[src/rtl/uer_pkg.sv]
// ============================================================================
// uer_pkg
// Shared constants, register codes and types of the ultrasonic echo ranger.
// ============================================================================
package uer_pkg;

    // Configuration register widths and reset values.
    localparam int CFG_W     = 17;
    localparam int DIST_W    = 12;
    localparam int CFG_IDX_W = 2;

    localparam logic [CFG_W-1:0]  RISE_TIMEOUT_RST = CFG_W'(100000);
    localparam logic [CFG_W-1:0]  FALL_TIMEOUT_RST = CFG_W'(100000);
    localparam logic [CFG_W-1:0]  MAX_ECHO_RST     = CFG_W'(38000);
    localparam logic [DIST_W-1:0] FAR_VALUE_RST    = DIST_W'(5);

    // Largest distance that fits the result field.
    localparam logic [DIST_W-1:0] DIST_MAX = '1;

    // Default timing parameters.
    localparam int DEF_SETTLE_TICKS  = 2;
    localparam int DEF_TRIGGER_TICKS = 10;
    localparam int DEF_TIMER_BITS    = 17;

    // Distance scale: width * 34 / 2000, kept as the reduced fraction 17 / 1000.
    localparam int DIST_NUM = 17;
    localparam int DIST_DEN = 1000;

    // Stream data widths, padded to whole bytes.
    localparam int IN_TDATA_W  = 8;
    localparam int OUT_TDATA_W = 24;

    // Configuration register indexes.
    typedef enum logic [CFG_IDX_W-1:0] {
        REG_RISE_TIMEOUT = 2'd0,
        REG_FALL_TIMEOUT = 2'd1,
        REG_MAX_ECHO     = 2'd2,
        REG_FAR_VALUE    = 2'd3
    } cfg_reg_t;

    // Result status codes.
    typedef enum logic [1:0] {
        ST_VALID   = 2'd0,
        ST_NO_ECHO = 2'd1,
        ST_FAR     = 2'd2
    } status_t;

    // Control part of one result, handed from the sequencer to the output stage.
    typedef struct packed {
        logic    trigger;
        logic    busy;
        logic    done;
        status_t status;
    } res_ctrl_t;

endpackage

[src/rtl/uer_cfg_regs.sv]
// ============================================================================
// uer_cfg_regs
// Configuration register file: timeouts, out-of-range width and far value.
// ============================================================================
module uer_cfg_regs
(
    input  logic                          clk,
    input  logic                          rst_n,
    input  logic                          cfg_wr_en,
    input  logic [uer_pkg::CFG_IDX_W-1:0] cfg_index,
    input  logic [uer_pkg::CFG_W-1:0]     cfg_data,
    output logic [uer_pkg::CFG_W-1:0]     rise_timeout,
    output logic [uer_pkg::CFG_W-1:0]     fall_timeout,
    output logic [uer_pkg::CFG_W-1:0]     max_echo,
    output logic [uer_pkg::DIST_W-1:0]    far_value
);
    import uer_pkg::*;

    logic [CFG_W-1:0]  rise_timeout_reg;
    logic [CFG_W-1:0]  fall_timeout_reg;
    logic [CFG_W-1:0]  max_echo_reg;
    logic [DIST_W-1:0] far_value_reg;

    // Register writes, one register per enabled cycle.
    always_ff @(posedge clk or negedge rst_n)
    begin
        if (!rst_n)
        begin
            rise_timeout_reg <= RISE_TIMEOUT_RST;
            fall_timeout_reg <= FALL_TIMEOUT_RST;
            max_echo_reg     <= MAX_ECHO_RST;
            far_value_reg    <= FAR_VALUE_RST;
        end
        else if (cfg_wr_en)
        begin
            case (cfg_reg_t'(cfg_index))
                REG_RISE_TIMEOUT: rise_timeout_reg <= cfg_data;
                REG_FALL_TIMEOUT: fall_timeout_reg <= cfg_data;
                REG_MAX_ECHO:     max_echo_reg     <= cfg_data;
                REG_FAR_VALUE:    far_value_reg    <= cfg_data[DIST_W-1:0];
                default:
                begin
                end
            endcase
        end
    end

    assign rise_timeout = rise_timeout_reg;
    assign fall_timeout = fall_timeout_reg;
    assign max_echo     = max_echo_reg;
    assign far_value    = far_value_reg;

endmodule

[src/rtl/uer_seq.sv]
// ============================================================================
// uer_seq
// Measurement sequencer: settle, trigger pulse, wait for the echo rise and
// time the echo width. Registers the control part and the width of each accepted tick's result.
// ============================================================================
module uer_seq
#(
    parameter int SETTLE_TICKS  = uer_pkg::DEF_SETTLE_TICKS,
    parameter int TRIGGER_TICKS = uer_pkg::DEF_TRIGGER_TICKS,
    parameter int TIMER_BITS    = uer_pkg::DEF_TIMER_BITS
)
(
    input  logic                      clk,
    input  logic                      rst_n,
    input  logic                      accept,
    input  logic                      start_req,
    input  logic                      echo,
    input  logic [uer_pkg::CFG_W-1:0] rise_timeout,
    input  logic [uer_pkg::CFG_W-1:0] fall_timeout,
    input  logic [uer_pkg::CFG_W-1:0] max_echo,
    output uer_pkg::res_ctrl_t        res_ctrl,
    output logic [TIMER_BITS-1:0]     res_width
);
    import uer_pkg::*;

    // Compare width that holds both a counter and a configuration value.
    localparam int CW = (TIMER_BITS > CFG_W) ? TIMER_BITS : CFG_W;
    localparam logic [TIMER_BITS-1:0] CNT_MAX = '1;
    localparam logic [TIMER_BITS-1:0] CNT_ONE = TIMER_BITS'(1);

    typedef enum logic [2:0] {
        PH_IDLE,
        PH_SETTLE,
        PH_TRIG,
        PH_WAIT,
        PH_MEAS
    } phase_t;

    phase_t                phase_reg,  phase_next;
    logic [TIMER_BITS-1:0] timer_reg,  timer_next;
    logic [TIMER_BITS-1:0] width_reg,  width_next;
    res_ctrl_t             ctrl_reg,   ctrl_next;
    logic [TIMER_BITS-1:0] rwidth_reg, rwidth_next;

    phase_t                phase_cur;
    logic [TIMER_BITS-1:0] timer_cur;
    logic [TIMER_BITS-1:0] width_cur;
    logic [TIMER_BITS-1:0] timer_inc;
    logic [TIMER_BITS-1:0] width_inc;
    logic                  report_en;
    logic [TIMER_BITS-1:0] report_w;

    // A start request while idle enters the settle phase on the same tick.
    always_comb
    begin
        if (phase_reg == PH_IDLE && start_req)
        begin
            phase_cur = PH_SETTLE;
            timer_cur = '0;
            width_cur = '0;
        end
        else
        begin
            phase_cur = phase_reg;
            timer_cur = timer_reg;
            width_cur = width_reg;
        end
    end

    // Saturating counter steps.
    assign timer_inc = (timer_cur == CNT_MAX) ? CNT_MAX : timer_cur + CNT_ONE;
    assign width_inc = (width_cur == CNT_MAX) ? CNT_MAX : width_cur + CNT_ONE;

    // Next state and result of one tick.
    always_comb
    begin
        phase_next     = phase_cur;
        timer_next     = timer_cur;
        width_next     = width_cur;
        ctrl_next      = '0;
        ctrl_next.status = ST_VALID;
        rwidth_next    = width_cur;
        report_en      = 1'b0;
        report_w       = width_cur;

        case (phase_cur)
            PH_IDLE:
            begin
            end
            PH_SETTLE:
            begin
                ctrl_next.busy = 1'b1;
                if (timer_inc >= TIMER_BITS'(SETTLE_TICKS))
                begin
                    phase_next = PH_TRIG;
                    timer_next = '0;
                end
                else
                begin
                    timer_next = timer_inc;
                end
            end
            PH_TRIG:
            begin
                ctrl_next.busy    = 1'b1;
                ctrl_next.trigger = 1'b1;
                if (timer_inc >= TIMER_BITS'(TRIGGER_TICKS))
                begin
                    phase_next = PH_WAIT;
                    timer_next = '0;
                end
                else
                begin
                    timer_next = timer_inc;
                end
            end
            PH_WAIT:
            begin
                ctrl_next.busy = 1'b1;
                if (echo)
                begin
                    // The rise tick is the first high tick of the width.
                    phase_next = PH_MEAS;
                    width_next = CNT_ONE;
                    timer_next = CNT_ONE;
                    if (CW'(CNT_ONE) >= CW'(fall_timeout) || CNT_ONE == CNT_MAX)
                    begin
                        report_en = 1'b1;
                        report_w  = CNT_ONE;
                    end
                end
                else
                begin
                    timer_next = timer_inc;
                    if (CW'(timer_inc) >= CW'(rise_timeout) || timer_inc == CNT_MAX)
                    begin
                        phase_next       = PH_IDLE;
                        timer_next       = '0;
                        width_next       = '0;
                        ctrl_next.busy   = 1'b0;
                        ctrl_next.done   = 1'b1;
                        ctrl_next.status = ST_NO_ECHO;
                    end
                end
            end
            PH_MEAS:
            begin
                ctrl_next.busy = 1'b1;
                if (!echo)
                begin
                    report_en = 1'b1;
                    report_w  = width_cur;
                end
                else
                begin
                    width_next = width_inc;
                    timer_next = width_inc;
                    if (CW'(width_inc) >= CW'(fall_timeout) || width_inc == CNT_MAX)
                    begin
                        report_en = 1'b1;
                        report_w  = width_inc;
                    end
                end
            end
            default:
            begin
                phase_next = PH_IDLE;
                timer_next = '0;
            end
        endcase

        // End of the echo, fall timeout or width saturation: classify the width and go back to idle.
        if (report_en)
        begin
            phase_next       = PH_IDLE;
            timer_next       = '0;
            ctrl_next.busy   = 1'b0;
            ctrl_next.done   = 1'b1;
            ctrl_next.status = (CW'(report_w) >= CW'(max_echo)) ? ST_FAR : ST_VALID;
            rwidth_next      = report_w;
        end
    end

    // Sequencer state and result registers, updated per accepted tick.
    always_ff @(posedge clk or negedge rst_n)
    begin
        if (!rst_n)
        begin
            phase_reg  <= PH_IDLE;
            timer_reg  <= '0;
            width_reg  <= '0;
            ctrl_reg   <= '0;
            rwidth_reg <= '0;
        end
        else if (accept)
        begin
            phase_reg  <= phase_next;
            timer_reg  <= timer_next;
            width_reg  <= width_next;
            ctrl_reg   <= ctrl_next;
            rwidth_reg <= rwidth_next;
        end
    end

    assign res_ctrl  = ctrl_reg;
    assign res_width = rwidth_reg;

endmodule

[src/rtl/uer_dist.sv]
// ============================================================================
// uer_dist
// Output stage: converts the echo width to centimeters with a reciprocal
// multiply, selects the reported distance and holds the result register.
// ============================================================================
module uer_dist
#(
    parameter int TIMER_BITS = uer_pkg::DEF_TIMER_BITS
)
(
    input  logic                       clk,
    input  logic                       rst_n,
    input  logic                       adv,
    input  logic                       in_valid,
    input  uer_pkg::res_ctrl_t         in_ctrl,
    input  logic [TIMER_BITS-1:0]      in_width,
    input  logic [uer_pkg::DIST_W-1:0] far_value,
    output logic                       out_valid,
    output uer_pkg::res_ctrl_t         out_ctrl,
    output logic [uer_pkg::DIST_W-1:0] out_distance
);
    import uer_pkg::*;

    // floor(w * 17 / 1000) == (w * RECIP) >> SHIFT for every w below 2^TIMER_BITS,
    // since 2^SHIFT exceeds 1000 * 2^TIMER_BITS.
    localparam int SHIFT = TIMER_BITS + 10;
    localparam int RW    = TIMER_BITS + 5;
    localparam int PW    = TIMER_BITS + RW;
    localparam int QW    = PW - SHIFT;
    localparam int XW    = QW + DIST_W;
    localparam longint unsigned RECIP_L =
        (longint'(DIST_NUM) * (64'd1 << SHIFT) + longint'(DIST_DEN) - 1) / longint'(DIST_DEN);
    localparam logic [RW-1:0] RECIP = RW'(RECIP_L);

    logic [PW-1:0]     prod;
    logic [QW-1:0]     quot;
    logic [XW-1:0]     quot_ext;
    logic [DIST_W-1:0] dist_sat;
    logic [DIST_W-1:0] dist_next;

    logic              valid_reg;
    res_ctrl_t         ctrl_reg;
    logic [DIST_W-1:0] dist_reg;

    // Width to centimeters, saturated to the field range.
    assign prod     = PW'(in_width) * PW'(RECIP);
    assign quot     = prod[PW-1:SHIFT];
    assign quot_ext = XW'(quot);
    assign dist_sat = (quot_ext > XW'(DIST_MAX)) ? DIST_MAX : quot_ext[DIST_W-1:0];

    // Distance shown only on a done tick.
    always_comb
    begin
        dist_next = '0;
        if (in_ctrl.done)
        begin
            case (in_ctrl.status)
                ST_VALID:   dist_next = dist_sat;
                ST_FAR:     dist_next = far_value;
                ST_NO_ECHO: dist_next = '0;
                default:    dist_next = '0;
            endcase
        end
    end

    // Result valid flag.
    always_ff @(posedge clk or negedge rst_n)
    begin
        if (!rst_n)
        begin
            valid_reg <= 1'b0;
        end
        else if (adv)
        begin
            valid_reg <= in_valid;
        end
    end

    // Result payload.
    always_ff @(posedge clk)
    begin
        if (adv)
        begin
            ctrl_reg <= in_ctrl;
            dist_reg <= dist_next;
        end
    end

    assign out_valid    = valid_reg;
    assign out_ctrl     = ctrl_reg;
    assign out_distance = dist_reg;

endmodule

[src/rtl/ultrasonic_echo_ranger.sv]
// ============================================================================
// ultrasonic_echo_ranger
// Pipeline: an accepted tick passes through two registered stages, the sequencer
// state update and then the distance multiply, before its result shows on m_tvalid.
// Throughput: one tick per cycle; both stages advance together and stall
// only while the output register holds a result that is not taken.
// Reset (rst_n, asynchronous): sequencer idle, counters zero, pipeline empty,
// configuration back to its default values.
// ============================================================================
module ultrasonic_echo_ranger
#(
    parameter int SETTLE_TICKS  = uer_pkg::DEF_SETTLE_TICKS,
    parameter int TRIGGER_TICKS = uer_pkg::DEF_TRIGGER_TICKS,
    parameter int TIMER_BITS    = uer_pkg::DEF_TIMER_BITS
)
(
    input  logic                           clk,
    input  logic                           rst_n,
    // Per-tick input transaction.
    input  logic                           s_tvalid,
    output logic                           s_tready,
    input  logic [uer_pkg::IN_TDATA_W-1:0] s_tdata,  // [0] start_req, [1] echo
    // Per-tick result transaction.
    output logic                           m_tvalid,
    input  logic                           m_tready,
    output logic [uer_pkg::OUT_TDATA_W-1:0] m_tdata, // [0] trigger, [1] busy_res,
                                                     // [2] done_res, [4:3] status,
                                                     // [16:5] distance_cm
    // Configuration writes.
    input  logic                           cfg_wr_en,
    input  logic [uer_pkg::CFG_IDX_W-1:0]  cfg_index,
    input  logic [uer_pkg::CFG_W-1:0]      cfg_data
);
    import uer_pkg::*;

    logic [CFG_W-1:0]      rise_timeout;
    logic [CFG_W-1:0]      fall_timeout;
    logic [CFG_W-1:0]      max_echo;
    logic [DIST_W-1:0]     far_value;

    logic                  adv;
    logic                  accept;
    logic                  s1_valid_reg;
    res_ctrl_t             s1_ctrl;
    logic [TIMER_BITS-1:0] s1_width;
    res_ctrl_t             out_ctrl;
    logic [DIST_W-1:0]     out_distance;

    // Pipeline advances whenever the output register is empty or being taken.
    assign adv      = !m_tvalid || m_tready;
    assign s_tready = adv;
    assign accept   = s_tvalid && adv;

    uer_cfg_regs u_cfg
    (
        .clk          (clk),
        .rst_n        (rst_n),
        .cfg_wr_en    (cfg_wr_en),
        .cfg_index    (cfg_index),
        .cfg_data     (cfg_data),
        .rise_timeout (rise_timeout),
        .fall_timeout (fall_timeout),
        .max_echo     (max_echo),
        .far_value    (far_value)
    );

    uer_seq
    #(
        .SETTLE_TICKS  (SETTLE_TICKS),
        .TRIGGER_TICKS (TRIGGER_TICKS),
        .TIMER_BITS    (TIMER_BITS)
    )
    u_seq
    (
        .clk          (clk),
        .rst_n        (rst_n),
        .accept       (accept),
        .start_req    (s_tdata[0]),
        .echo         (s_tdata[1]),
        .rise_timeout (rise_timeout),
        .fall_timeout (fall_timeout),
        .max_echo     (max_echo),
        .res_ctrl     (s1_ctrl),
        .res_width    (s1_width)
    );

    // Valid flag of the sequencer result stage.
    always_ff @(posedge clk or negedge rst_n)
    begin
        if (!rst_n)
        begin
            s1_valid_reg <= 1'b0;
        end
        else if (adv)
        begin
            s1_valid_reg <= s_tvalid;
        end
    end

    uer_dist
    #(
        .TIMER_BITS (TIMER_BITS)
    )
    u_dist
    (
        .clk          (clk),
        .rst_n        (rst_n),
        .adv          (adv),
        .in_valid     (s1_valid_reg),
        .in_ctrl      (s1_ctrl),
        .in_width     (s1_width),
        .far_value    (far_value),
        .out_valid    (m_tvalid),
        .out_ctrl     (out_ctrl),
        .out_distance (out_distance)
    );

    // Result packing.
    assign m_tdata = OUT_TDATA_W'({out_distance, out_ctrl.status, out_ctrl.done,
                                   out_ctrl.busy, out_ctrl.trigger});

    // A done tick always ends the measurement.
    a_done_not_busy: assert property (@(posedge clk) disable iff (!rst_n)
        m_tvalid && out_ctrl.done |-> !out_ctrl.busy)
        else $error("done result reported while still busy");

    // The trigger pulse only happens inside a measurement.
    a_trigger_busy: assert property (@(posedge clk) disable iff (!rst_n)
        m_tvalid && out_ctrl.trigger |-> out_ctrl.busy && !out_ctrl.done)
        else $error("trigger driven outside a measurement");

    // Non-done results carry a zero status and distance.
    a_idle_fields_zero: assert property (@(posedge clk) disable iff (!rst_n)
        m_tvalid && !out_ctrl.done |-> out_ctrl.status == ST_VALID && out_distance == '0)
        else $error("status or distance set on a tick that is not done");

    // No echo rise reports a zero distance.
    a_no_echo_zero: assert property (@(posedge clk) disable iff (!rst_n)
        m_tvalid && out_ctrl.done && out_ctrl.status == ST_NO_ECHO |-> out_distance == '0)
        else $error("no-echo result with nonzero distance");

    // A stalled result blocks new input transactions.
    a_stall_blocks_input: assert property (@(posedge clk) disable iff (!rst_n)
        m_tvalid && !m_tready |-> !s_tready)
        else $error("input accepted while the result register is stalled");

endmodule
[config.mk]
export PLATFORM = sky130hd
export DESIGN_NAME = ultrasonic_echo_ranger
export DESIGN_NICKNAME = d
export VERILOG_FILES = /design/src/rtl/uer_pkg.sv /design/src/rtl/uer_cfg_regs.sv /design/src/rtl/uer_seq.sv /design/src/rtl/uer_dist.sv /design/src/rtl/ultrasonic_echo_ranger.sv
export SDC_FILE = /design/constraint.sdc
export NUM_CORES = 1
export LEC_CHECK = 0
export ABC_AREA = 1
export BUFFER_PORTS_ARGS = -buffer_cell sky130_fd_sc_hd__buf_2
export CELL_PAD_IN_SITES_DETAIL_PLACEMENT = 1
export CELL_PAD_IN_SITES_GLOBAL_PLACEMENT = 1
export CORE_MARGIN = 8
export CORE_UTILIZATION = 35
export DETAILED_ROUTE_END_ITERATION = 8
export GPL_TIMING_DRIVEN = 0
export HOLD_SLACK_MARGIN = 0.02
export PLACE_DENSITY_LB_ADDON = 0.1
export SLEW_MARGIN = 20
export SYNTH_ARGS = -nofsm -noshare
export SYNTH_HDL_FRONTEND = slang
export SYNTH_SLANG_ARGS = --single-unit
[constraint.sdc]
create_clock -name clk -period 12.19 [get_ports clk]
set_clock_uncertainty 0.15 [all_clocks]
set_input_delay 1.219 -clock clk [delete_from_list [all_inputs] [get_ports clk]]
set_output_delay 1.219 -clock clk [all_outputs]
set_load 0.02 [all_outputs]
* Yosys cells after proc, flatten, opt, wreduce, memory -nomap -nowiden
Index checks and enable logic that the tools add are counted.
** Word-level totals
- Register bits :: 141
- Bits of input ports :: 32
- Output and inout port bits :: 26
- Word-level logic and storage cells :: 99
** Cells by class
- Add/subtract/negate cells :: 2
- Multiply operators :: 1
- Magnitude comparators :: 7
- Equality and inequality tests :: 12
- Multiplexer cells :: 42
- Reductions and logical operators :: 16
** Operators by type and width (count)
- 17-bit 2-to-1 mux :: 18
- 17-bit one-hot mux with 5 select lines :: 1
- 17-bit == test, second input constant :: 4
- 17-bit one-hot mux with 2 select lines :: 2
- 17-bit >= comparator :: 3
- 17-bit by 21-bit multiplier with 38-bit output, second input constant :: 1
- 17-bit by 1-bit adder with 17-bit output, second input constant :: 2
- 12-bit one-hot mux with 2 select lines :: 1
- 3-bit 2-to-1 mux :: 7
- 1-bit by 17-bit >= comparator with 1-bit output, first input constant :: 1
- 17-bit by 2-bit >= comparator with 1-bit output, second input constant :: 1
- 17-bit by 4-bit >= comparator with 1-bit output, second input constant :: 1
- 12-bit greater-than comparator, second input constant :: 1
- 12-bit 2-to-1 mux :: 1
- 4-bit 2-to-1 mux :: 3
- 3-bit one-hot mux with 4 select lines :: 1
- 2-bit AND reduction :: 4
- 2-bit == test, second input constant :: 3
- 3-bit by 2-bit == test with 1-bit output, second input constant :: 2
- 3-bit logical NOT :: 2
- 1-bit 2-to-1 mux :: 5
- 2-bit logical NOT :: 2
- 1-bit one-hot mux with 2 select lines :: 2
- 3-bit by 1-bit == test with 1-bit output, second input constant :: 1
- other kinds (8) :: 11

* Longest topological paths before layout
Gate-level depths: netlist of run 1.
- Depth in word-level cells :: 13
- Depth in mapped cells :: 35
- Depth with buffers taken out :: 34

* By module
A second synthesis of run 1 with hierarchy kept.
** Unflattened totals
- Cells, all modules :: 2280
- Area, all modules :: 16528.4 um^2
** By module, submodules not included
- uer_dist :: instances 1, cells an instance 909, area an instance 7245.7 um^2, seq. area each 535.5 um^2
- uer_seq :: instances 1, cells an instance 1075, area an instance 6523.8 um^2, seq. area each 1476.4 um^2
- uer_cfg_regs :: instances 1, cells an instance 281, area an instance 2646.3 um^2, seq. area each 1601.5 um^2
- ultrasonic_echo_ranger :: instances 1, cells an instance 15, area an instance 112.6 um^2, seq. area each 25.0 um^2

* Worst setup path before layout of run 1
Ideal clock, no wire load.
- Kind :: flip-flop to flip-flop
- From :: register u_seq.rwidth_reg[11] (netlist: u_seq.res_width[11])
- To :: register u_dist.dist_reg[11] (netlist: u_dist.out_distance[11]) (data pin)
- Setup time :: 0.270 ns
- Arrival :: 5.154 ns
- Data required time :: 11.770 ns
- Setup slack :: 6.616 ns
- Cell stages (with the launch flop) :: 26
- Buffers on the path :: 0
- Clock period less this slack :: 5.574 ns
- Path through :: dfrtp_1 -> inv_1 -> fa_1 -> inv_1 -> ha_1 -> or2_2 -> fa_1 -> inv_1 -> fa_1 -> fa_1 -> inv_1 -> fa_1 -> ha_1 -> a21oi_1 -> o21ai_0 -> nand2_1 -> a21boi_0 -> nor2_1 -> nand2_1 -> nand2_1 -> nand2_1 -> nand2_1 -> nand2_1 -> or2_2 -> nand3_1 -> a21oi_1
** Between the ends
- Longest elaborated chain between the ends :: 4
** Ends and longest elaborated chain
- start, declared :: RTL line uer_seq.sv:43 : logic [TIMER_BITS-1:0] rwidth_reg, rwidth_next;
- start signal, assigned :: RTL line uer_seq.sv:201 : rwidth_reg <= rwidth_next;
- 17-bit by 21-bit multiplier with 38-bit output * :: RTL line uer_dist.sv:46 : assign prod = PW'(in_width) * PW'(RECIP);
- 12-bit greater-than comparator :: RTL line uer_dist.sv:49 : assign dist_sat = (quot_ext > XW'(DIST_MAX)) ? DIST_MAX : quot_ext[DIST_W-1:0];
- 12-bit 2-to-1 mux * :: RTL line uer_dist.sv:49
- 12-bit one-hot mux with 2 select lines * :: RTL line uer_dist.sv:57 : case (in_ctrl.status)
- end signal, assigned :: RTL line uer_dist.sv:85 : dist_reg <= dist_next;
- end, declared :: RTL line uer_dist.sv:43 : logic [DIST_W-1:0] dist_reg;
Mark *: on every way between the ends. The rest lies on a longest branch, timed or not.
A chain may end at the register's enable or synchronous reset.

* Final worst setup path of run 1
- From :: input port s_tdata[0] in the netlist's numbering
- To :: register u_seq.ctrl_reg, in the netlist u_seq.res_ctrl[1]
** Between the ends
- Longest elaborated chain between the ends :: 12
- Elaborated cells on any way between the ends :: 23
- Those cells by class :: add/sub: 1; order compare: 2; eq/ne: 4; mux: 14; reduce/logical: 2
** Ends and longest elaborated chain
- start, declared :: RTL line ultrasonic_echo_ranger.sv:22 : input logic [uer_pkg::IN_TDATA_W-1:0] s_tdata,
- 1-bit logical AND * :: RTL line uer_seq.sv:56 : if (phase_reg == PH_IDLE && start_req)
- 17-bit 2-to-1 mux :: RTL line uer_seq.sv:56
- 17-bit by 1-bit adder with 17-bit output or 17-bit == test (tied branches) :: RTL line uer_seq.sv:72 : assign width_inc = (width_cur == CNT_MAX) ? CNT_MAX : width_cur + CNT_ONE;
- 17-bit 2-to-1 mux :: RTL line uer_seq.sv:72
- 17-bit >= comparator or 17-bit == test (tied branches) :: RTL line uer_seq.sv:158 : if (CW'(width_inc) >= CW'(fall_timeout) || width_inc == CNT_MAX)
- 1-bit logical OR :: RTL line uer_seq.sv:158
- 17-bit 2-to-1 mux :: RTL line uer_seq.sv:158
- 17-bit 2-to-1 mux :: RTL line uer_seq.sv:149 : if (!echo)
- 17-bit one-hot mux with 2 select lines :: RTL line uer_seq.sv:86 : case (phase_cur)
- 17-bit >= comparator :: RTL line uer_seq.sv:179 : ctrl_next.status = (CW'(report_w) >= CW'(max_echo)) ? ST_FAR : ST_VALID;
- 2-bit 2-to-1 mux :: RTL line uer_seq.sv:179
- 4-bit 2-to-1 mux * :: RTL line uer_seq.sv:173 : if (report_en)
- end signal, assigned :: RTL line uer_seq.sv:200 : ctrl_reg <= ctrl_next;
- end, declared :: RTL line uer_seq.sv:42 : res_ctrl_t ctrl_reg, ctrl_next;
Marked as above.

==> results of run 1 <==
## cells in the final DEF (no fill, tap or decap), drive strengths merged, types with 2 or more instances in the layout
| cell | instances |
|---|---|
| a211oi | 3 |
| a21boi | 3 |
| a21o | 5 |
| a21oi | 104 |
| a221oi | 5 |
| a22oi | 9 |
| a31oi | 6 |
| buf | 74 |
| clkbuf | 45 |
| clkinv | 6 |
| conb | 7 |
| dfrtp | 104 |
| dfstp | 20 |
| edfxtp | 17 |
| fa | 99 |
| ha | 218 |
| inv | 380 |
| nand2 | 521 |
| nand3 | 129 |
| nand3b | 4 |
| nand4 | 28 |
| nor2 | 120 |
| nor3 | 16 |
| nor4 | 6 |
| o211ai | 6 |
| o21a | 2 |
| o21ai | 159 |
| o21bai | 4 |
| o221ai | 2 |
| or2 | 7 |
| xor2 | 6 |
## through the flow
step                power, W  cell area (sq um)
finish               0.00509              17300
CTS                  0.00517              17300
global placement     0.00448              16700
floorplan            0.00336              15700
global route         0.00565              17300
detailed placement   0.00458              16700
## logic make-up (layout without fill, tap and decap cells)
| family | Yosys count | count (layout) | share of synthesized area [%] |
|---|---|---|---|
| DFF | 141 | 141 | 23.2 |
| buffers and inverters | 430 | 507 | 11.3 |
| AOI/OAI and AO/OA | 314 | 314 | 10.9 |
| xor gates and xnor gates | 7 | 7 | 0.390 |
| and+or+nand+nor | 834 | 834 | 24.3 |
| adders and majority gates | 317 | 317 | 30.0 |
| other | 1 | 7 | 0.0239 |
## critical path: cells and delay by family
kind | cells | cell delay, ps
compound gates | 11 | 1640
fa+ha+maj | 2 | 540
buf+inv | 8 | 1150
simple gates | 12 | 2150
## final timing paths
path / end / slack [ps]
setup / recovery: u_seq.res_ctrl[1] / 5640
hold / removal: u_dist.out_ctrl[4] / 310
setup reg to reg: u_dist.out_distance[11] / 5810
hold reg to reg: u_dist.out_ctrl[4] / 310
max in group asynchronous: u_cfg.max_echo[15] / 10600
min in group asynchronous: u_cfg.rise_timeout[0] / 520
## cell usage after synthesis, types with 15 or more instances
cell type / instances
a21oi_1: 104
clkbuf_1: 28
dfrtp_1: 104
dfstp_2: 20
edfxtp_1: 17
fa_1: 99
ha_1: 218
inv_1: 366
nand2_1: 480
nand2_2: 36
nand3_1: 103
nand3_2: 23
nand4_1: 27
nor2_1: 102
nor3_1: 15
o21ai_0: 147
## layer usage
metal	GRT usage (%)	up-vias	part of all wire [%]
li1	-	6704	-
met1	27.3	7014	45
met2	38.4	234	49
met3	2.27	86	2.7
met4	7.71	0	3.2
met5	0	-	0
## where the power goes
group / leakage [nW] / switching [W] / internal [W] / total, W
Clock: 0.294 / 0.000268 / 0.000279 / 0.000547
Sequential: 1.74 / 0.000145 / 0.000586 / 0.000730
Combinational: 7.44 / 0.00249 / 0.00132 / 0.00381
## layout make-up
| type | count | area, sq um | share of cell area (%) |
|---|---|---|---|
| buffer | 58 | 375 | 2.17 |
| clock buffer | 17 | 425 | 2.45 |
| clock inverter | 15 | 183 | 1.05 |
| inverter | 372 | 1400 | 8.05 |
| multi-input combinational | 1479 | 10300 | 59.5 |
| sequential | 141 | 3640 | 21.0 |
| tap | 592 | 741 | 4.27 |
| timing repair buffer | 45 | 258 | 1.49 |
==> results.tsv, run 1 <==
stage	metric	value	unit
sta	setup tns final	0	ps
synthesis	Yosys cell types	58	
detailed_routing	final WL	57.4	mm
layout	share of cells above drive strength 1	10.6	%
clock_tree	H-tree Lvls	4	
grt	Total GRT Usage	21.8	%
synthesis	post-synth top area share	17.4	%
die	# IOs	58	
layout	n_diodes	0	
setup_path	Crit Path Class	input pin to flop	
sta	Finish-stage setup viols	0	
grt	vias in the first global route	14822	
clock_tree	root buf cell	clkbuf_16	
clock_tree	hold_buf cts	0	
clock_tree	clock latency at the later pin of the worst-skew pair	460	ps
setup_path	Worst setup SP type	input pin	
sta	Final WS setup	5640	ps
layout	fin nets	2463	
grt	largest net degree at the start of global routing	69	
detailed_routing	DRT iter0 DRCs	660	
setup_path	CP most frequent cell	inv_1	
synthesis	synth top area cells	ha_1, dfrtp_1, fa_1, nand2_1, inv_1	
detailed_routing	DR pass1 iterations	6	
layout	Final Util	39.2	%
detailed_routing	residual DRC count	0	
clock_tree	CTS tree	done	
sta	hold_ws	305	ps
die	Die W	228	microns
synthesis	yosys warns	0	
setup_path	slowest stage delay, CP	670	ps
clock_tree	CTS sink cnt	141	
setup_path	Crit. End Element	flop	
job	max cap viols	0	
placement	GP Congestion	0.911	
die	die outline height	228	microns
clock_tree	Max Root-Sink Buffers	2	
detailed_routing	Vias	14038	
detailed_routing	mean routed wirelength per cell	21.1	microns
worst_hold_path	worst min path class	flop to flop	
synthesis	prevailing post-synth register cell	dfrtp_1	
synthesis	Synth Instances	2044	
setup_path	worst r2r src	u_seq.res_width[11]	
setup_path	critical path fanouts, max	10	
synthesis	largest area contributor in the netlist	ha_1	
grt	Remaining Overflow, GRT	0	
grt	first-pass GRT wire length	88.3	mm
pwr	worst vdd ir	0.321	mV
sta	worst slew pin tran	1200	ps
placement	HPWL after DPL	47.6	mm
detailed_routing	antenna-violating nets left	0	
setup_path	Critical Path RT	12390	ps
clock_tree	post-CTS sizing	0	
sta	fmax	0.153	GHz
detailed_routing	vias per cell	5.16	
sta	final worst path period share	53.7	%
sta	Final Hold Viols	0	
synthesis	Seq/Total Area, Yosys	23.2	%
die	die area	51900	sq um
run_status	status	completed	
clock_tree	Clock Pin Slew Worst Setup and Hold Paths	70	ps
sta	RSZ-0062 raised after global routing	false	
die	core area	44200	sq um
clock_tree	Num CTS Buffers	17	
synthesis	ys async rst share	87.9	%
sta	Final min period	6550	ps
placement	DP Worst Slack	5250	ps
die	initial core utilization	35.5	%
synthesis	Post-Syn Area	15700	sq um
grt	initial antenna violation count	0	
synthesis	syn_area_per_cell	7.68	sq um
clock_tree	postcts setup bufs	0	
setup_path	start point of the critical path	s_tdata[0]	
layout	fill count	5447	
worst_hold_path	Worst Hold Launch	u_seq.res_ctrl[4]	
placement	Inst Count DP	2687	
synthesis	Seq cells post-synth	141	
sta	Slew Viols, Final	0	
placement	# port buffers	44	
setup_path	CP max-delay cell	nor4_1	
worst_hold_path	Hold Path Depth	0	
setup_path	number of cells on the worst reg-to-reg path	25	
setup_path	Arrival @ worst endpoint	6750	ps
pwr	PwrDens	294	nW/um^2
layout	P&R area growth vs syn	10.4	%
sta	Slew headroom	19.0	%
die	Rows	77	
synthesis	number of flops mapped to enable cells by yosys	17	
pwr	P_leak	9.47	nW
layout	fin cells	2719	
(Power assumes the default switching activity.)
==> run 2, diff against run 1 <==
--- a/config.mk
+++ b/config.mk
@@ -5,7 +5,7 @@
 export SDC_FILE = /design/constraint.sdc
 export NUM_CORES = 1
 export LEC_CHECK = 0
-export ABC_AREA = 1
+export ABC_AREA = 0
 export BUFFER_PORTS_ARGS = -buffer_cell sky130_fd_sc_hd__buf_2
 export CELL_PAD_IN_SITES_DETAIL_PLACEMENT = 1
 export CELL_PAD_IN_SITES_GLOBAL_PLACEMENT = 1
==> constraint.sdc (replaced) <==
create_clock -name clk -period 6.6 [get_ports clk]
set_clock_uncertainty 0.15 [all_clocks]
set_input_delay 0.66 -clock clk [delete_from_list [all_inputs] [get_ports clk]]
set_output_delay 0.66 -clock clk [all_outputs]
set_load 0.02 [all_outputs]
==> results.tsv, run 2 <==
stage	metric	value	unit	change
run_status	status	completed		unchanged
sta	setup tns final	0	ps	unchanged
detailed_routing	DRT iter0 DRCs	572		was 660
grt	initial antenna violation count	0		unchanged
layout	fill count	4810		was 5447
synthesis	largest area contributor in the netlist	ha_1		unchanged
synthesis	commonest cells in the netlist	inv_1, ha_1, nand2_1, dfrtp_1, fa_1		was nand2_1, inv_1, ha_1, o21ai_0
layout	share of cells above drive strength 1	15.1	%	was 10.6%
synthesis	Seq cells post-synth	141		unchanged
synthesis	Post-Syn Area	14600	sq um	was 15700 sq um
layout	P&R area growth vs syn	12.9	%	was 10.4%
clock_tree	H-tree Lvls	4		unchanged
job	max cap viols	0		unchanged
synthesis	mux share of post-synthesis cell area	5.38	%	was 0%
sta	Final min period	6390	ps	
setup_path	critical path fanouts, max	4		was 10
sta	Final Hold Viols	0		unchanged
die	die outline height	220	microns	was 228 microns
layout	most frequent cells in the layout	inv_1, ha_1, nand2_1, fa_1, dfrtp_1		was nand2_1, inv_1, ha_1, o21ai_0
placement	HPWL after DPL	40.4	mm	was 47.6 mm
die	initial core utilization	35.1	%	was 35.5%
clock_tree	root buf cell	clkbuf_16		unchanged
detailed_routing	final WL	50.0	mm	was 57.4 mm
synthesis	Yosys cell types	73		was 58
grt	Total GRT Usage	21.0	%	was 21.8%
setup_path	Worst setup SP type	flop		was input pin
grt	Remaining Overflow, GRT	0		unchanged
placement	# port buffers	44		unchanged
synthesis	number of flops mapped to enable cells by yosys	17		unchanged
sta	worst slew pin tran	1020	ps	was 1200 ps
clock_tree	CTS tree	done		unchanged
sta	hold_ws	292	ps	was 305 ps
layout	register area	3650	sq um	was 3640 sq um
synthesis	Synth Area in Compound Gates	14.1	%	was 10.9%
clock_tree	Clock Pin Slew Worst Setup and Hold Paths	70	ps	about the same
grt	first-pass GRT wire length	76.7	mm	was 88.3 mm
layout	fin nets	2009		was 2463
sta	final worst path period share	96.8	%	
synthesis	simple logic cell fraction of the synthesized area	13.1	%	was 24.3%
placement	DP Area	15600	sq um	was 16700 sq um
synthesis	synth top area cells	ha_1, dfrtp_1, fa_1, inv_1, mux2_2		was ha_1, dfrtp_1, fa_1, nand2_1, inv_1
detailed_routing	antenna-violating nets left	0		unchanged
pwr	total power draw	0.00381	W	was 0.00509 W
layout	multi-input combinational cell area	9830	sq um	was 10300 sq um
sta	Slew Viols, Final	0		unchanged
synthesis	prevailing post-synth register cell	dfrtp_1		unchanged
placement	GP Congestion	0.905		was 0.911
sta	Slew headroom	31.1	%	was 19.0%
synthesis	XOR/XNOR Fraction of Synth Area	1.32	%	was 0.390%
clock_tree	Max Root-Sink Buffers	2		unchanged
detailed_routing	mean routed wirelength per cell	22.6	microns	was 21.1 microns
setup_path	Crit Path Class	flop to flop		was input pin to flop
die	die area	48500	sq um	was 51900 sq um
detailed_routing	DR pass1 iterations	5		was 6
synthesis	syn_area_per_cell	9.27	sq um	was 7.68 sq um
clock_tree	CTS sink cnt	141		unchanged
die	Rows	75		was 77
pwr	PwrDens	231	nW/um^2	was 294 nW/um^2
placement	DP Worst Slack	-1140	ps	was 5250 ps
layout	most common cell after layout, fill and taps aside	inv_1		was nand2_1
synthesis	largest family of logic cells by synthesized area	adder cells		unchanged
die	# IOs	58		unchanged
die	Die W	220	microns	was 228 microns
grt	vias in the first global route	12667		was 14822
synthesis	most frequent cell after synthesis	inv_1		was nand2_1
synthesis	ys async rst share	87.9	%	unchanged
pwr	P_leak	8.38	nW	was 9.47 nW
detailed_routing	vias per cell	5.37		was 5.16
synthesis	Seq/Total Area, Yosys	24.9	%	was 23.2%
clock_tree	clock latency at the later pin of the worst-skew pair	450	ps	was 460 ps
sta	RSZ-0062 raised after global routing	true		was false
setup_path	Arrival @ worst endpoint	6560	ps	was 6750 ps
grt	largest net degree at the start of global routing	95		was 69
worst_hold_path	worst min path class	flop to flop		unchanged
layout	Finished Cell Area	16500	sq um	was 17300 sq um
sta	Final WS setup	208	ps	was 5640 ps
synthesis	post-synthesis adder-cell area fraction	32.3	%	was 30.0%
sta	fmax	0.156	GHz	
synthesis	Synth Instances	1573		was 2044
setup_path	Crit. End Element	flop		unchanged
synthesis	yosys warns	0		unchanged
sta	Finish-stage setup viols	0		unchanged
die	core area	41600	sq um	was 44200 sq um
setup_path	Critical Path RT	6770	ps	was 12390 ps
synthesis	post-synth top area share	18.7	%	was 17.4%
detailed_routing	Vias	11893		was 14038
pwr	worst vdd ir	0.166	mV	was 0.321 mV
detailed_routing	residual DRC count	0		unchanged
clock_tree	Num CTS Buffers	17		unchanged
[run 2: through the flow]
step	instances	utilization, %
after global placement	2162	37.3
after floorplan	1579	-
after CTS	2199	39.1
final	2213	39.6
after global routing	2212	39.6
after detailed placement	2163	37.4
[run 2: worst max-delay path, cell delays in order, from the launching register on]
cell	delay (ps)
dfrtp_2	420
inv_1	80
fa_1	530
inv_1	50
ha_1	170
or2_2	310
fa_1	510
inv_1	50
fa_1	530
fa_1	560
inv_1	60
fa_1	470
ha_1	360
o21ai_1	120
nor4_1	630
nand4_1	300
nand3_1	220
a21oi_1	210
or4_1	450
nand3_1	80
[run 2: final timing paths]
kind,start,endpoint,slack [ps],depth (start not counted)
setup / recovery,u_seq.res_width[11],u_dist.out_distance[1],210,19
hold / removal,s1_valid_reg,u_dist.out_valid,290,2
setup reg to reg,u_seq.res_width[11],u_dist.out_distance[1],210,19
hold reg to reg,s1_valid_reg,u_dist.out_valid,290,2
max in group asynchronous,rst_n,u_cfg.far_value[2],4950,3
min in group asynchronous,rst_n,u_seq.width_reg[6],540,2
[run 2: cell type report]
type | instances | area share, %
sequential | 141 | 22.2
antenna | 1 | 0.0152
buffer | 71 | 2.22
inverter | 252 | 5.74
clock inverter | 14 | 1.03
clock buffer | 18 | 2.61
tap | 539 | 4.10
timing repair buffer | 62 | 2.43
multi-input combinational | 1115 | 59.7
[run 2: logic make-up after synthesis]
kind of cell,Yosys count
AO/OA/AOI/OAI,315
other,1
XOR/XNOR,22
AND/OR/NAND/NOR,383
multiplexers,71
buffers and inverters,323
flip-flops,141
adder cells (fa/ha/maj),317
[run 2: repair_timing]
item,4_1_cts,5_1_grt
hold buffers,1,0
endpoints found under the setup margin,48,37
buffers inserted,3,13
gates resized for setup,34,31
endpoints found under the hold margin,30,0
pin swaps,3,2
[run 2: power breakdown]
group / switching (W) / leakage, nW / internal (W)
Sequential: 0.000110 / 1.72 / 0.00103
Combinational: 0.00106 / 6.37 / 0.000594
Clock: 0.000445 / 0.294 / 0.000572
Total: 0.00161 / 8.38 / 0.00220
[run 2: routing by layer]
layer	global-route usage (%)	routed length [microns]
met3	2.76	1600
met4	6.67	1310
met2	36.1	24400
met5	0	0
met1	27.2	22800
==> run 3, diff against run 2 <==
--- a/config.mk
+++ b/config.mk
@@ -14,7 +14,7 @@
 export DETAILED_ROUTE_END_ITERATION = 8
 export GPL_TIMING_DRIVEN = 0
 export HOLD_SLACK_MARGIN = 0.02
-export PLACE_DENSITY_LB_ADDON = 0.1
+export PLACE_DENSITY = 0.65
 export SLEW_MARGIN = 20
 export SYNTH_ARGS = -nofsm -noshare
 export SYNTH_HDL_FRONTEND = slang
==> results.tsv, run 3 (synthesis results as in run 2) <==
stage	metric	value	unit	change
run_status	status	completed		unchanged
pwr	combinational group share of total power	43.6	%	was 43.3%
grt	Remaining Overflow, GRT	0		unchanged
die	die outline height	220	microns	unchanged
clock_tree	Clock Pin Slew Worst Setup and Hold Paths	70	ps	about the same
sta	RSZ-0062 raised after global routing	true		unchanged
clock_tree	Num CTS Buffers	17		unchanged
setup_path	Crit Path Class	flop to flop		unchanged
clock_tree	H-tree Lvls	4		unchanged
setup_path	Crit. End Element	flop		unchanged
grt	Total GRT Usage	20.1	%	was 21.0%
pwr	P_leak	8.36	nW	was 8.38 nW
detailed_routing	DR pass1 iterations	5		unchanged
worst_hold_path	worst min path class	flop to flop		unchanged
sta	Slew headroom	37.1	%	was 31.1%
clock_tree	CTS sink cnt	141		unchanged
setup_path	Arrival @ worst endpoint	6680	ps	was 6560 ps
clock_tree	CTS tree	done		unchanged
placement	DP Area	15600	sq um	unchanged
die	# IOs	58		unchanged
detailed_routing	DRT iter0 DRCs	731		was 572
sta	Finish-stage setup viols	0		unchanged
job	max cap viols	0		unchanged
placement	# port buffers	44		unchanged
setup_path	critical path fanouts, max	9		was 4
die	initial core utilization	35.1	%	unchanged
setup_path	CP max-delay cell	fa_1		was nor4_1
clock_tree	root buf cell	clkbuf_16		unchanged
layout	most common cell after layout, fill and taps aside	inv_1		unchanged
layout	Finished Cell Area	16400	sq um	was 16500 sq um
detailed_routing	vias per cell	5.45		was 5.37
setup_path	slowest stage delay, CP	570	ps	was 630 ps
die	core area	41600	sq um	unchanged
sta	final worst path period share	98.9	%	was 96.8%
clock_tree	Max Root-Sink Buffers	2		unchanged
layout	share of cells above drive strength 1	15.0	%	was 15.1%
grt	vias in the first global route	12989		was 12667
sta	fmax	0.153	GHz	was 0.156 GHz
detailed_routing	final WL	47.7	mm	was 50.0 mm
detailed_routing	residual DRC count	0		unchanged
layout	n_diodes	0		was 1
sta	worst slew pin tran	936	ps	was 1020 ps
setup_path	worst path cell trace	ha_1 > inv_1 > fa_1 > inv_1 > fa_1 > inv_1 > fa_1 > fa_1 > fa_1 > ha_1 > a22oi_1 > o211ai_1 > nor2_1 > o221ai_2 > o21ai_1 > a21boi_2 > o21a_1 > or3_1 > a21oi_1		was inv_1 > fa_1 > inv_1 > ha_1 > or2_2 > fa_1 > inv_1 > fa_1 > fa_1 > inv_1 > fa_1 > ha_1 > o21ai_1 > nor4_1 > nand4_1 > nand3_1 > a21oi_1 > or4_1 > nand3_1
grt	first-pass GRT wire length	74.7	mm	was 76.7 mm
placement	GP Congestion	0.914		was 0.905
pwr	Clock power frac	25.6	%	was 26.7%
placement	HPWL after DPL	39.0	mm	was 40.4 mm
detailed_routing	mean routed wirelength per cell	21.6	microns	was 22.6 microns
grt	largest net degree at the start of global routing	82		was 95
setup_path	Critical Path RT	6750	ps	was 6770 ps
pwr	total power draw	0.00374	W	was 0.00381 W
layout	fin nets	2009		unchanged
die	Rows	75		unchanged
die	Die W	220	microns	unchanged
clock_tree	clock latency at the later pin of the worst-skew pair	450	ps	about the same
pwr	Switching Fraction	42.4	%	was 42.3%
setup_path	Worst setup SP type	flop		unchanged
pwr	worst vdd ir	0.204	mV	was 0.166 mV
sta	Slew Viols, Final	0		unchanged
setup_path	CP most frequent cell	fa_1		unchanged
sta	Final min period	6530	ps	was 6390 ps
sta	Final Hold Viols	0		unchanged
sta	setup tns final	0	ps	unchanged
die	die area	48500	sq um	unchanged
grt	initial antenna violation count	0		unchanged
detailed_routing	Vias	12051		was 11893
pwr	internal power	0.00215	W	was 0.00220 W
pwr	PwrDens	228	nW/um^2	was 231 nW/um^2
pwr	Seq pwr share	30.8	%	was 30.0%
detailed_routing	antenna-violating nets left	0		unchanged
layout	most frequent cells in the layout	inv_1, ha_1, nand2_1, fa_1, dfrtp_1		unchanged
layout	P&R area growth vs syn	12.6	%	was 12.9%
pwr	switching pwr	0.00159	W	was 0.00161 W
==> run 3: cell types whose count changed in the layout (fill, tap and decap cells not counted), sizes merged <==
| cell | previous run | this run |
|---|---|---|
| buf | 91 | 92 |
| clkinvlp | 1 | 3 |
| inv | 261 | 259 |
| bufinv | 2 | 0 |
| clkinv | 2 | 3 |
| diode | 1 | 0 |
==> run 3: area by class of cell <==
cell class                      instances  area, sq um
Tap cell                              539          674
Timing Repair Buffer                   63          395
Multi-Input combinational cell       1115         9820
Fill cell                            4855        25100
Clock buffer                           19          454
Inverter                              252          950
Sequential cell                       141         3650
Buffer                                 70          357
Clock inverter                         13          120
==> run 3: path summary, 6_finish.rpt <==
check                                     from                endpoint  slack [ps]  cells after the start
setup / recovery           u_seq.res_width[16]  u_dist.out_distance[5]          70                     19
hold / removal                    s1_valid_reg        u_dist.out_valid         300                      2
setup reg to reg           u_seq.res_width[16]  u_dist.out_distance[5]          70                     19
hold reg to reg                   s1_valid_reg        u_dist.out_valid         300                      2
max in group asynchronous                rst_n      u_cfg.far_value[0]        4960                      3
min in group asynchronous                rst_n      u_seq.timer_reg[5]         530                      2
==> run 3: timing repair <==
action | CTS | global route
pin swaps | 3 | 3
hold buffers | 1 | 0
gates resized for setup | 24 | 36
endpoints found under the setup margin | 45 | 39
hold endpoints to repair | 43 | 0
buffers inserted | 2 | 15
gates cloned | 0 | 0
==> run 3: worst max-delay path, delay by kind of cell, from the launching register on <==
kind	cells	cell delay, ps
simple gates	2	600
buf+inv	3	230
fa+ha+maj	7	3440
flops	1	550
compound gates	7	1390
==> run 3: through the flow <==
stage                     instances  util [%]  setup slack (ps)  hold WS [ps]
after floorplan                1579         -               708           214
after global placement         2162      37.3             -1300           278
after detailed placement       2163      37.4              -961           283
after CTS                      2198      39.0              1.32           299
after global routing           2212      39.5              -110           339
final                          2212      39.5              69.7           303
==> run 3: power groups by stage <==
stage / combinational [W] / sequential [W] / clock (W)
after floorplan: 0.00107 / 0.00114 / 0
after global placement: 0.00155 / 0.00116 / 0
after detailed placement: 0.00160 / 0.00117 / 0
after CTS: 0.00162 / 0.00115 / 0.000976
after global routing: 0.00183 / 0.00117 / 0.00100
final: 0.00163 / 0.00115 / 0.000955
==> run 3: routing by layer <==
layer	up-vias	GRT usage, %	part of all wire, %
li1	5611	-	-
met1	6121	26.1	45
met2	250	33.5	48
met3	69	2.54	3.6
met4	0	8.71	3.3
met5	-	0	0
